===== src/design/pcef_pkg.sv =====
`default_nettype none
// ----------------------------------------------------------------------------
// pcef_pkg: shared types and constants of the paralog column entropy filter
// allele codes, configuration register indexes and the entropy table
// ----------------------------------------------------------------------------
package pcef_pkg;

  localparam int unsigned MAX_LANES = 8;
  localparam int unsigned CNT_W     = 4;
  localparam int unsigned SCORE_W   = 17;
  localparam int unsigned CFG_IDX_W = 2;

  localparam logic [SCORE_W-1:0] SCORE_FULL = 17'h10000;

  localparam logic [7:0] ASCII_A = 8'h41;
  localparam logic [7:0] ASCII_C = 8'h43;
  localparam logic [7:0] ASCII_G = 8'h47;
  localparam logic [7:0] ASCII_T = 8'h54;

  typedef enum logic [1:0] {
    ALLELE_A = 2'd0,
    ALLELE_C = 2'd1,
    ALLELE_G = 2'd2,
    ALLELE_T = 2'd3
  } allele_e;

  typedef enum logic [CFG_IDX_W-1:0] {
    CFG_MIN_SCORE       = 2'd0,
    CFG_BASE_POSITION   = 2'd1,
    CFG_PARALOGS_IN_USE = 2'd2,
    CFG_NONE            = 2'd3
  } cfg_idx_e;

  // result of classifying and scoring one column
  typedef struct packed {
    logic                   is_site;
    logic [MAX_LANES-1:0]   valid_lanes;
    logic [SCORE_W-1:0]     score;
  } col_t;

  // (count / total) * log2(total / count) / log2(total), Q0.16
  localparam logic [15:0] ENT_TABLE [9][9] = '{
    '{16'd0, 16'd0,     16'd0,     16'd0,     16'd0,     16'd0,    16'd0,    16'd0,    16'd0},
    '{16'd0, 16'd0,     16'd0,     16'd0,     16'd0,     16'd0,    16'd0,    16'd0,    16'd0},
    '{16'd0, 16'd32768, 16'd0,     16'd0,     16'd0,     16'd0,    16'd0,    16'd0,    16'd0},
    '{16'd0, 16'd21845, 16'd16125, 16'd0,     16'd0,     16'd0,    16'd0,    16'd0,    16'd0},
    '{16'd0, 16'd16384, 16'd16384, 16'd10200, 16'd0,     16'd0,    16'd0,    16'd0,    16'd0},
    '{16'd0, 16'd13107, 16'd14924, 16'd12480, 16'd7269,  16'd0,    16'd0,    16'd0,    16'd0},
    '{16'd0, 16'd10923, 16'd13394, 16'd12676, 16'd9887,  16'd5557, 16'd0,    16'd0,    16'd0},
    '{16'd0, 16'd9362,  16'd12055, 16'd12230, 16'd10770, 16'd8094, 16'd4450, 16'd0,    16'd0},
    '{16'd0, 16'd8192,  16'd10923, 16'd11592, 16'd10923, 16'd9258, 16'd6800, 16'd3682, 16'd0}
  };

  function automatic logic allele_ok(input logic [7:0] b);
    return (b == ASCII_A) || (b == ASCII_C) || (b == ASCII_G) || (b == ASCII_T);
  endfunction

  function automatic allele_e allele_code(input logic [7:0] b);
    allele_e code;
    case (b)
      ASCII_A: code = ALLELE_A;
      ASCII_C: code = ALLELE_C;
      ASCII_G: code = ALLELE_G;
      default: code = ALLELE_T;
    endcase
    return code;
  endfunction

endpackage
`default_nettype wire


===== src/design/pcef_score.sv =====
`default_nettype none
// ----------------------------------------------------------------------------
// pcef_score: column classifier and entropy scorer
// marks valid lanes, detects variation against the reference and sums the
// per-allele entropy table terms with saturation
// ----------------------------------------------------------------------------
module pcef_score #(
  parameter int unsigned PARALOG_LANES = 8
) (
  input  wire logic [7:0]                         ref_base_i,
  input  wire logic [8*pcef_pkg::MAX_LANES-1:0]   paralog_bases_i,
  input  wire logic [pcef_pkg::CNT_W-1:0]         paralogs_in_use_i,
  output pcef_pkg::col_t                          col_o
);

  logic [pcef_pkg::CNT_W-1:0]     lanes_used;
  logic [pcef_pkg::MAX_LANES-1:0] valid;
  logic [pcef_pkg::MAX_LANES-1:0] differs;
  logic [pcef_pkg::CNT_W-1:0]     n_valid;
  logic [pcef_pkg::CNT_W-1:0]     cnt [4];
  logic [2:0]                     distinct;
  logic [17:0]                    sum;
  logic                           ref_ok;

  assign lanes_used = (paralogs_in_use_i > pcef_pkg::CNT_W'(PARALOG_LANES))
                    ? pcef_pkg::CNT_W'(PARALOG_LANES) : paralogs_in_use_i;
  assign ref_ok = pcef_pkg::allele_ok(ref_base_i);

  always_comb begin
    for (int k = 0; k < pcef_pkg::MAX_LANES; k++) begin
      valid[k] = (k < PARALOG_LANES) && (pcef_pkg::CNT_W'(k) < lanes_used) &&
                 pcef_pkg::allele_ok(paralog_bases_i[8*k +: 8]);
      differs[k] = valid[k] && (paralog_bases_i[8*k +: 8] != ref_base_i);
    end
  end

  // per-allele lane counts
  always_comb begin
    n_valid = '0;
    for (int k = 0; k < pcef_pkg::MAX_LANES; k++) begin
      n_valid = n_valid + pcef_pkg::CNT_W'(valid[k]);
    end
    for (int a = 0; a < 4; a++) begin
      cnt[a] = '0;
      for (int k = 0; k < pcef_pkg::MAX_LANES; k++) begin
        if (valid[k] && (pcef_pkg::allele_code(paralog_bases_i[8*k +: 8]) ==
                         pcef_pkg::allele_e'(a))) begin
          cnt[a] = cnt[a] + 4'd1;
        end
      end
    end
  end

  always_comb begin
    distinct = '0;
    sum      = '0;
    for (int a = 0; a < 4; a++) begin
      if (cnt[a] != '0) begin
        distinct = distinct + 3'd1;
        sum      = sum + 18'(pcef_pkg::ENT_TABLE[n_valid][cnt[a]]);
      end
    end
  end

  always_comb begin
    col_o.is_site     = ref_ok && (|differs);
    col_o.valid_lanes = valid;
    if (distinct <= 3'd1) begin
      col_o.score = '0;
    end else if ((4'(distinct) == n_valid) || (sum > 18'(pcef_pkg::SCORE_FULL))) begin
      col_o.score = pcef_pkg::SCORE_FULL;
    end else begin
      col_o.score = sum[pcef_pkg::SCORE_W-1:0];
    end
  end

endmodule
`default_nettype wire


===== src/design/paralog_column_entropy_filter_unit.sv =====
`default_nettype none
// ----------------------------------------------------------------------------
// paralog_column_entropy_filter_unit: streaming paralog site filter
// one alignment column per request in (reference base plus up to eight
// paralog bases); a request out for each variant column whose normalized
// entropy score reaches min_score.
// channels: in and out use valid/stall, a request moves when valid is high
// and stall is low. configuration uses valid/ready with a register index;
// ready is always high. writes are to be made only while the unit is idle;
// the unit does not enforce it. a request is taken into the input register,
// scored, then loaded into the result register once that is free.
// throughput: one column per cycle while the output is not stalled, set by
// the single combinational scoring pass between the two registers.
// columns that are not emitted take no output slot.
// reset: clears both pipeline valids, column and site counters, sets
// min_score and base_position to 0 and paralogs_in_use to 8.
// stall: a stalled output holds its result; the input register keeps taking
// requests until it is full behind the result, then in_stall_o rises.
// ----------------------------------------------------------------------------
module paralog_column_entropy_filter_unit #(
  parameter int unsigned PARALOG_LANES = 8
) (
  input  wire logic                               clk_i,
  input  wire logic                               rst_ni,

  input  wire logic                               cfg_valid_i,
  output logic                                    cfg_ready_o,
  input  wire logic [pcef_pkg::CFG_IDX_W-1:0]     cfg_index_i,
  input  wire logic [63:0]                        cfg_data_i,

  input  wire logic                               in_valid_i,
  output logic                                    in_stall_o,
  input  wire logic                               first_column_i,
  input  wire logic [7:0]                         ref_base_i,
  input  wire logic [63:0]                        paralog_bases_i,

  output logic                                    out_valid_o,
  input  wire logic                               out_stall_i,
  output logic [63:0]                             site_number_o,
  output logic [63:0]                             site_position_o,
  output logic [7:0]                              ref_base_out_o,
  output logic [63:0]                             paralog_bases_out_o,
  output logic [7:0]                              valid_lanes_o,
  output logic [pcef_pkg::SCORE_W-1:0]            score_o
);

  // configuration
  logic [pcef_pkg::SCORE_W-1:0] min_score_q;
  logic [63:0]                  base_position_q;
  logic [pcef_pkg::CNT_W-1:0]   paralogs_in_use_q;

  // input register
  logic        s1_valid_q, s1_valid_d;
  logic        s1_first_q;
  logic [7:0]  s1_ref_q;
  logic [63:0] s1_lanes_q;

  // counters
  logic [63:0] column_index_q, column_index_d;
  logic [63:0] site_count_q, site_count_d;

  // result register
  logic        s2_valid_q, s2_valid_d;

  logic           s2_free;
  logic           advance;
  logic           in_accept;
  logic           emit;
  logic [63:0]    col_base;
  logic [63:0]    site_base;
  pcef_pkg::col_t col;

  assign cfg_ready_o = 1'b1;

  always_ff @(posedge clk_i or negedge rst_ni) begin
    if (!rst_ni) begin
      min_score_q       <= '0;
      base_position_q   <= '0;
      paralogs_in_use_q <= 4'd8;
    end else if (cfg_valid_i) begin
      case (pcef_pkg::cfg_idx_e'(cfg_index_i))
        pcef_pkg::CFG_MIN_SCORE:       min_score_q       <= cfg_data_i[pcef_pkg::SCORE_W-1:0];
        pcef_pkg::CFG_BASE_POSITION:   base_position_q   <= cfg_data_i;
        pcef_pkg::CFG_PARALOGS_IN_USE: paralogs_in_use_q <= cfg_data_i[pcef_pkg::CNT_W-1:0];
        default: ;
      endcase
    end
  end

  pcef_score #(
    .PARALOG_LANES(PARALOG_LANES)
  ) u_score (
    .ref_base_i       (s1_ref_q),
    .paralog_bases_i  (s1_lanes_q),
    .paralogs_in_use_i(paralogs_in_use_q),
    .col_o            (col)
  );

  assign s2_free    = !s2_valid_q || !out_stall_i;
  assign advance    = s1_valid_q && s2_free;
  assign in_stall_o = s1_valid_q && !s2_free;
  assign in_accept  = in_valid_i && !in_stall_o;

  assign col_base  = s1_first_q ? '0 : column_index_q;
  assign site_base = s1_first_q ? '0 : site_count_q;
  assign emit      = col.is_site && (col.score >= min_score_q);

  always_comb begin
    s1_valid_d     = in_accept ? 1'b1 : (s1_valid_q && !advance);
    column_index_d = column_index_q;
    site_count_d   = site_count_q;
    s2_valid_d     = s2_free ? 1'b0 : s2_valid_q;
    if (advance) begin
      column_index_d = col_base + 64'd1;
      site_count_d   = col.is_site ? site_base + 64'd1 : site_base;
      s2_valid_d     = emit;
    end
  end

  always_ff @(posedge clk_i or negedge rst_ni) begin
    if (!rst_ni) begin
      s1_valid_q     <= 1'b0;
      s2_valid_q     <= 1'b0;
      column_index_q <= '0;
      site_count_q   <= '0;
    end else begin
      s1_valid_q     <= s1_valid_d;
      s2_valid_q     <= s2_valid_d;
      column_index_q <= column_index_d;
      site_count_q   <= site_count_d;
    end
  end

  always_ff @(posedge clk_i) begin
    if (in_accept) begin
      s1_first_q <= first_column_i;
      s1_ref_q   <= ref_base_i;
      s1_lanes_q <= paralog_bases_i;
    end
  end

  always_ff @(posedge clk_i) begin
    if (advance && emit) begin
      site_number_o       <= site_base;
      site_position_o     <= base_position_q + col_base;
      ref_base_out_o      <= s1_ref_q;
      paralog_bases_out_o <= s1_lanes_q;
      valid_lanes_o       <= col.valid_lanes;
      score_o             <= col.score;
    end
  end

  assign out_valid_o = s2_valid_q;

endmodule
`default_nettype wire

===== config.mk =====
export PLATFORM = sky130hd
export DESIGN_NAME = paralog_column_entropy_filter_unit
export DESIGN_NICKNAME = d
export VERILOG_FILES = /design/src/design/pcef_pkg.sv /design/src/design/pcef_score.sv /design/src/design/paralog_column_entropy_filter_unit.sv
export SDC_FILE = /design/constraint.sdc
export NUM_CORES = 1
export LEC_CHECK = 0
export BUFFER_PORTS_ARGS = -buffer_cell sky130_fd_sc_hd__buf_2
export CAP_MARGIN = 10
export CORE_MARGIN = 2
export CORE_UTILIZATION = 28
export CTS_CLUSTER_DIAMETER = 200
export DETAILED_ROUTE_END_ITERATION = 10
export HOLD_SLACK_MARGIN = 0.02
export PLACE_DENSITY_LB_ADDON = 0.25
export SKIP_CTS_REPAIR_TIMING = 1
export SYNTH_ARGS = -nofsm -noshare
export SYNTH_HDL_FRONTEND = slang
export SYNTH_HIERARCHICAL = 1
export SYNTH_SLANG_ARGS = --single-unit

===== constraint.sdc =====
create_clock -name clk_i -period 35.4 [get_ports clk_i]
set_input_delay 1.77 -clock clk_i [delete_from_list [all_inputs] [get_ports clk_i]]
set_output_delay 1.77 -clock clk_i [all_outputs]
set_load 0.005 [all_outputs]

==> metrics.txt, run 1 <==
outcome finished clean; number of max-cap violations 0; Critical-path top delay cell buf_4; CP Class register to register; Initial Util 0.282; TritonCTS Buffers 58; Gate power share 0.128; synthesized area 37100 sq um; Hold EP site_count_q[0]; Clock Sinks approximately 510; Synth-to-Final Area Change 14.3%; most frequent cells in the layout nand2_1, buf_2, edfxtp_1; via count of the first global-routing pass 30100; worst skew pair latency 670 ps; I/O pin total 372; initial drt markers 2511; share of cells above drive strength 1 0.162; Initial DRT Pass Iterations 5; Reg2Reg Setup Slack about 16000 ps; Post-synth EDFFs roughly 300; area leader, netlist edfxtp_1; crit path max fanout 76; post-route clock period utilization 0.543; worst reg-to-reg path cell count 70; CP peak stage delay 900 ps; crit path time final 19210 ps; Worst Tran Pin Value 1130 ps; final wirelength 129 mm; Slew Limit Fails 0; CTS tree built; placed instance count 5960; fmax 52.1 MHz; Final Hold Vio Count 0; share of the synthesized area in the top cell type 0.242; post-synthesis compound-gate area fraction 0.176; first-pass GRT wire length 194 mm; Synth Area in Adders 0.0492; sw frac 0.279; antenna viol nets, final 0; pre-CTS setup slack 16460 ps; initial antenna violation count 13; Netlist cell types 130; worst hold stages 2; H-tree levels 2; RSZ-0062 raised after global routing no; Relative slew margins 0.239; Internal 1.11 mW; pin count of the biggest net entering global routing 164; Post-Syn Instances 4056; Simple-Gate Fraction of Synth Area 0.204; WL/cell 21.3 um; total grt overflow 0; xor-xnor portion of the synthesized cell area 0.104; CTS root buf clkbuf_16; Final HPWL DP 97.3 mm; dominant synthesized flop cell edfxtp_1; chip height 368 um; routed via count about 32000; R2R Path Start s1_lanes_q[3]; core footprint 131000 sq um; Clock Path Buffers 3; Max VDD drop 0.0000359 V; die area 135000 sq um; asr flop ratio synth 0.419; sequential area share after synthesis 0.387; Final Non-Filler Cells 6077; Via-to-Cell Ratio 5.22; syn_area_per_cell 9.14 sq um; Setup WS post-layout 16190 ps; worst path required time 35660 ps; DRC errors left 0; Synth Net Count 4331; GRT Total Usage 0.185; R2R Path End paralog_bases_out_o[20]; clock share of power 0.402; crit path DAT 19470 ps; Pwr Density about 36 nW/um^2; post-synthesis mux area share 0.0317; Psw 432 uW; gpl congestion 0.918; largest family of logic cells by synthesized area simple AND/OR/NAND/NOR gates; commonest non-fill, non-tap cell in the layout nand2_1; critical path capture point type register; HP Class register to register; Final setup viols 0; setup TNS 0 ps; Pleak 16.2 nW; clock slew at reported path FFs 60 ps; Die W ~370 um; warnings from Yosys 6; clock skew between 30 and 40 ps; Reg power frac 0.470; NumNets Final 4540; # rows 133; most frequent CP cell ha_1; Seq cells post-synth 513; synth top area cells edfxtp_1, dfrtp_1, xnor2_1, ha_1, nand2_1; Worst setup SP type register; hold_sp site_count_q[0]; PortBufs 370
[cell families after synthesis]
group / Yosys count
compound gates: 1012
xor+xnor: 423
fa+ha+maj: 144
buf+inv: 429
flops: 513
mux: 106
other cells: 1
simple gates: 1428
[how the worst max path moves through the flow]
stage / start / endpoint / slack, ps
2_1_floorplan: paralogs_in_use_q[3] / paralog_bases_out_o[0] / 9820
3_3_place_gp: s1_lanes_q[3] / paralog_bases_out_o[17] / 16870
3_5_place_dp: s1_lanes_q[3] / paralog_bases_out_o[18] / 16460
4_1_cts: s1_lanes_q[3] / paralog_bases_out_o[58] / 16420
5_1_grt: s1_lanes_q[3] / paralog_bases_out_o[20] / 14620
6_report: s1_lanes_q[3] / paralog_bases_out_o[20] / 16190
[layer usage]
layer / wire (um) / track usage / vias up / share of wire
li1: - / - / 15200 / -
met3: 8070 / 0.0281 / 180 / 0.062
met4: 3970 / 0.0577 / 2 / 0.031
met1: 57200 / 0.252 / 15400 / 0.44
met5: 11 / 0 / - / 0.000085
met2: 60000 / 0.303 / 969 / 0.46
[critical path, delay by kind of cell, from the launching register on]
family                     cells  cell delay [ps]
adders and majority gates     10             3140
muxes                          1              220
and+or+nand+nor               22             5410
DFF                            1              420
buffers and inverters          8             2410
xor gates and xnor gates       2              380
AOI/OAI and AO/OA             27             6580
[through the flow]
| stage | utilization | hold WS (ps) | power, mW | area, sq um |
|---|---|---|---|---|
| final | 0.322 | 493 | 1.55 | 42400 |
| after global routing | 0.322 | 510 | 1.62 | 42300 |
| after CTS | 0.322 | 497 | 1.56 | 42300 |
| after detailed placement | 0.307 | 483 | 0.934 | 40400 |
| after global placement | 0.307 | 472 | 0.932 | 40400 |
| after floorplan | - | 424 | 0.869 | 37100 |
[cell type report]
type                            count  area [sq um]
Fill cell                       13700         89100
Multi-Input combinational cell   3114         21000
Sequential cell                   513         14300
Timing Repair Buffer              422          2280
Tap cell                         1755          2200
Clock buffer                       79          1590
Inverter                          156           593
Clock inverter                     29           345
Antenna cell                        9          22.5
[flip-flops by register name (all words and copies together) (netlist names)]
signal               cells
site_number_o           64
s1_valid_q               1
site_position_o         64
paralog_bases_out_o     64
paralogs_in_use_q        4
s1_lanes_q              64
column_index_q          64
valid_lanes_o            8
score_o                 17
min_score_q             17
ref_base_out_o           8
base_position_q         64
out_valid_o              1
s1_first_q               1
site_count_q            64
s1_ref_q                 8
[power by group through the flow]
| stage | logic, mW | registers, mW | clock network (mW) |
|---|---|---|---|
| floorplan | 0.177 | 0.691 | 0 |
| detailed placement | 0.197 | 0.737 | 0 |
| CTS | 0.199 | 0.725 | 0.641 |
| finish | 0.198 | 0.726 | 0.622 |
| global placement | 0.196 | 0.736 | 0 |
| global route | 0.220 | 0.733 | 0.663 |
[Yosys cell counts, drive strengths merged (14+ instances only)]
cell type / number
nand2: 401
edfxtp: 298
o21ai: 296
nor2: 282
xnor2: 250
a21oi: 228
dfrtp: 214
clkbuf: 187
xor2: 164
inv: 156
nor2b: 144
nand3: 134
ha: 124
buf: 86
mux2: 85
a31oi: 82
nand4: 82
nor3: 81
o211ai: 67
a21o: 40
a211oi: 39
and3: 39
nor4bb: 38
nand2b: 35
nor4: 28
o22ai: 26
and2: 25
a221oi: 23
o21a: 23
mux2i: 21
or2: 21
o31ai: 19
nor3b: 18
nor4b: 17
a32oi: 14
nand3b: 14
No activity file was read; power rests on OpenSTA's default activity.
==> run 2, diff against run 1 <==
--- a/config.mk
+++ b/config.mk
@@ -5,6 +5,7 @@
 export SDC_FILE = /design/constraint.sdc
 export NUM_CORES = 1
 export LEC_CHECK = 0
+export ABC_AREA = 1
 export BUFFER_PORTS_ARGS = -buffer_cell sky130_fd_sc_hd__buf_2
 export CAP_MARGIN = 10
 export CORE_MARGIN = 2
==> constraint.sdc (replaced) <==
create_clock -name clk_i -period 16.2 [get_ports clk_i]
set_input_delay 0.81 -clock clk_i [delete_from_list [all_inputs] [get_ports clk_i]]
set_output_delay 0.81 -clock clk_i [all_outputs]
set_load 0.005 [all_outputs]
==> metrics.txt, run 2 <==
outcome finished clean; most frequent CP cell nand2_1; routed via count 35600 (+12%); crit path time final 14590 ps (-4620 ps); Slew Limit Fails 0 (unchanged); top cells by instance count after synthesis nand2_1, inv_1, nor2_1; syn_area_per_cell 7.15 sq um (-22%); Relative slew margins 0.253 (+0.0133); Seq cells post-synth 513 (unchanged); Post-synth EDFFs 298 (unchanged); pin count of the biggest net entering global routing 139 (-15%); DRC errors left 0 (unchanged); Via-to-Cell Ratio 4.77 (-8.7%); GRT Total Usage 0.207 (+0.0213); fill count 14600 (+6.3%); fmax 68.6 MHz (+32%); Pwr Density 77.7 nW/um^2 (+110%); overall power 3.40 mW (+120%); clock skew 25.2 ps (-10.6 ps); Post-Syn Instances 5295 (+31%); placed instance count 7356 (+23%); Final setup viols 0 (unchanged); PortBufs 370 (unchanged); share of cells above drive strength 1 0.133 (-0.0287); crit path DAT 14880 ps (-4590 ps); synth top area cells edfxtp_1, nand2_1, dfrtp_1, inv_1, nor2_1; Clock Sinks 513 (unchanged); core footprint 134000 sq um (+1.8%); NumNets Final 5924 (+30%); gpl congestion 0.985 (+7.3%); TritonCTS Buffers 59 (+1.7%); I/O pin total 372 (unchanged); Max VDD drop 0.0000929 V (+160%); first-pass GRT wire length 215 mm (+11%); Clock Path Buffers 3 (unchanged); count leader, synth nand2_1; final instance area 43700 sq um (+3.2%); synthesized area 37900 sq um (+2.2%); via count of the first global-routing pass 34300 (+14%); Final Hold Vio Count 0 (unchanged); Worst Tran Pin Value 1110 ps (-14.9 ps); critical path capture point type register; RSZ-0062 raised after global routing no; Pleak 20.9 nW (+29%); Final HPWL DP 120 mm (+23%); initial antenna violation count 8 (-5); Worst setup SP type register; HP Class input pin to asynchronous set/reset pin; warnings from Yosys 6 (unchanged); most frequent cells in the layout nand2_1, inv_1, nor2_1; initial drt markers 2883 (+15%); Synth-to-Final Area Change 15.4%; worst skew pair latency 680 ps (about the same); Netlist cell types 76 (-42%); share of the synthesized area in the top cell type 0.236 (-0.00530); WL/cell 19.6 um (-7.7%); area leader, netlist edfxtp_1; Critical-path top delay cell buf_16; clock slew at reported path FFs 60 ps (about the same); commonest non-fill, non-tap cell in the layout nand2_1; worst path required time 16490 ps (-19170 ps); setup TNS 0 ps (unchanged); total grt overflow 0 (unchanged); Synth Net Count 5570 (+29%); die area 138000 sq um (+2.2%); chip height 372 um (+1.1%); asr flop ratio synth 0.419 (unchanged); sequential area share after synthesis 0.378 (-0.00849); post-layout util 0.327 (+0.00452); Initial Util 0.283 (+0.00131); Final Non-Filler Cells 7469 (+23%); post-route clock period utilization 0.900 (+0.358); antenna viol nets, final 0 (unchanged); final wirelength 147 mm (+13%); CP peak stage delay 500 ps (-400 ps); CTS root buf clkbuf_16; dominant synthesized flop cell edfxtp_1; Die W 372 um (+1.1%); Initial DRT Pass Iterations 6 (+1); H-tree levels 2 (unchanged); # rows 134 (+0.75%); CP Class register to register; DP Area 41600 sq um (+3.0%); crit path max fanout 138 (+82%); number of max-cap violations 0 (unchanged); CTS tree built
## run 2: worst paths after layout
kind / from / end / slack (ps) / cells past startpoint
max in group asynchronous: rst_ni / base_position_q[19] / 14560 / 2
setup / recovery: s1_lanes_q[15] / site_position_o[61] / 1610 / 89
hold / removal: rst_ni / site_count_q[22] / 180 / 1
setup reg to reg: s1_lanes_q[15] / site_position_o[61] / 1610 / 89
hold reg to reg: min_score_q[1] / min_score_q[1] / 490 / 2
min in group clk_i: ref_base_i[2] / s1_ref_q[2] / 320 / 1
## run 2: per-stage QoR
| stage | hold slack (ps) | setup slack, ps |
|---|---|---|
| 2_1_floorplan | 424 | 996 |
| 3_3_place_gp | 472 | 1780 |
| 3_5_place_dp | 477 | 1550 |
| 4_1_cts | 181 | 1510 |
| 5_1_grt | 223 | 3.89 |
| 6_report | 178 | 1610 |
## run 2: area by class of cell
cell class / count / area (sq um) / area share
flip-flops and latches: 513 / 14300 / 0.328
multi-input cells: 3802 / 19700 / 0.450
clock buffers: 71 / 1590 / 0.0364
inverters: 878 / 3310 / 0.0758
clock inverters: 41 / 509 / 0.0117
well taps: 1768 / 2210 / 0.0506
repair buffers: 395 / 2080 / 0.0476
diodes: 1 / 2.50 / 0.0000573
## run 2: worst max-delay path, delay by kind of cell, from the launching register on
kind            cells  cell delay (ps)
xor+xnor            2              310
fa+ha+maj          10             2980
compound gates     14             2220
simple gates       44             5720
flops               1              430
buf+inv            19             2360
## run 2: cell families (layout without fill, tap and decap cells)
logic type / count (synthesis) / count (layout) / share of synthesized area
simple gates: 2925 / 2925 / 0.338
buf+inv: 980 / 1385 / 0.103
flops: 513 / 513 / 0.378
compound gates: 485 / 485 / 0.0736
xor+xnor: 244 / 244 / 0.0573
fa+ha+maj: 131 / 131 / 0.0447
mux: 16 / 16 / 0.00476
other cells: 1 / 2 / 0.0000990
## run 2: metal layers
| metal | vias up | wire (um) | track usage |
|---|---|---|---|
| met2 | 1066 | 68700 | 0.348 |
| li1 | 17600 | - | - |
| met4 | 8 | 5200 | 0.0697 |
| met5 | - | 55 | 0 |
| met1 | 16700 | 64900 | 0.272 |
| met3 | 235 | 7790 | 0.0274 |
## run 2: report_power, final
part	switching (mW)	internal, mW
Clock	0.593	0.863
Sequential	0.0634	1.45
Combinational	0.301	0.127
Total	0.958	2.44
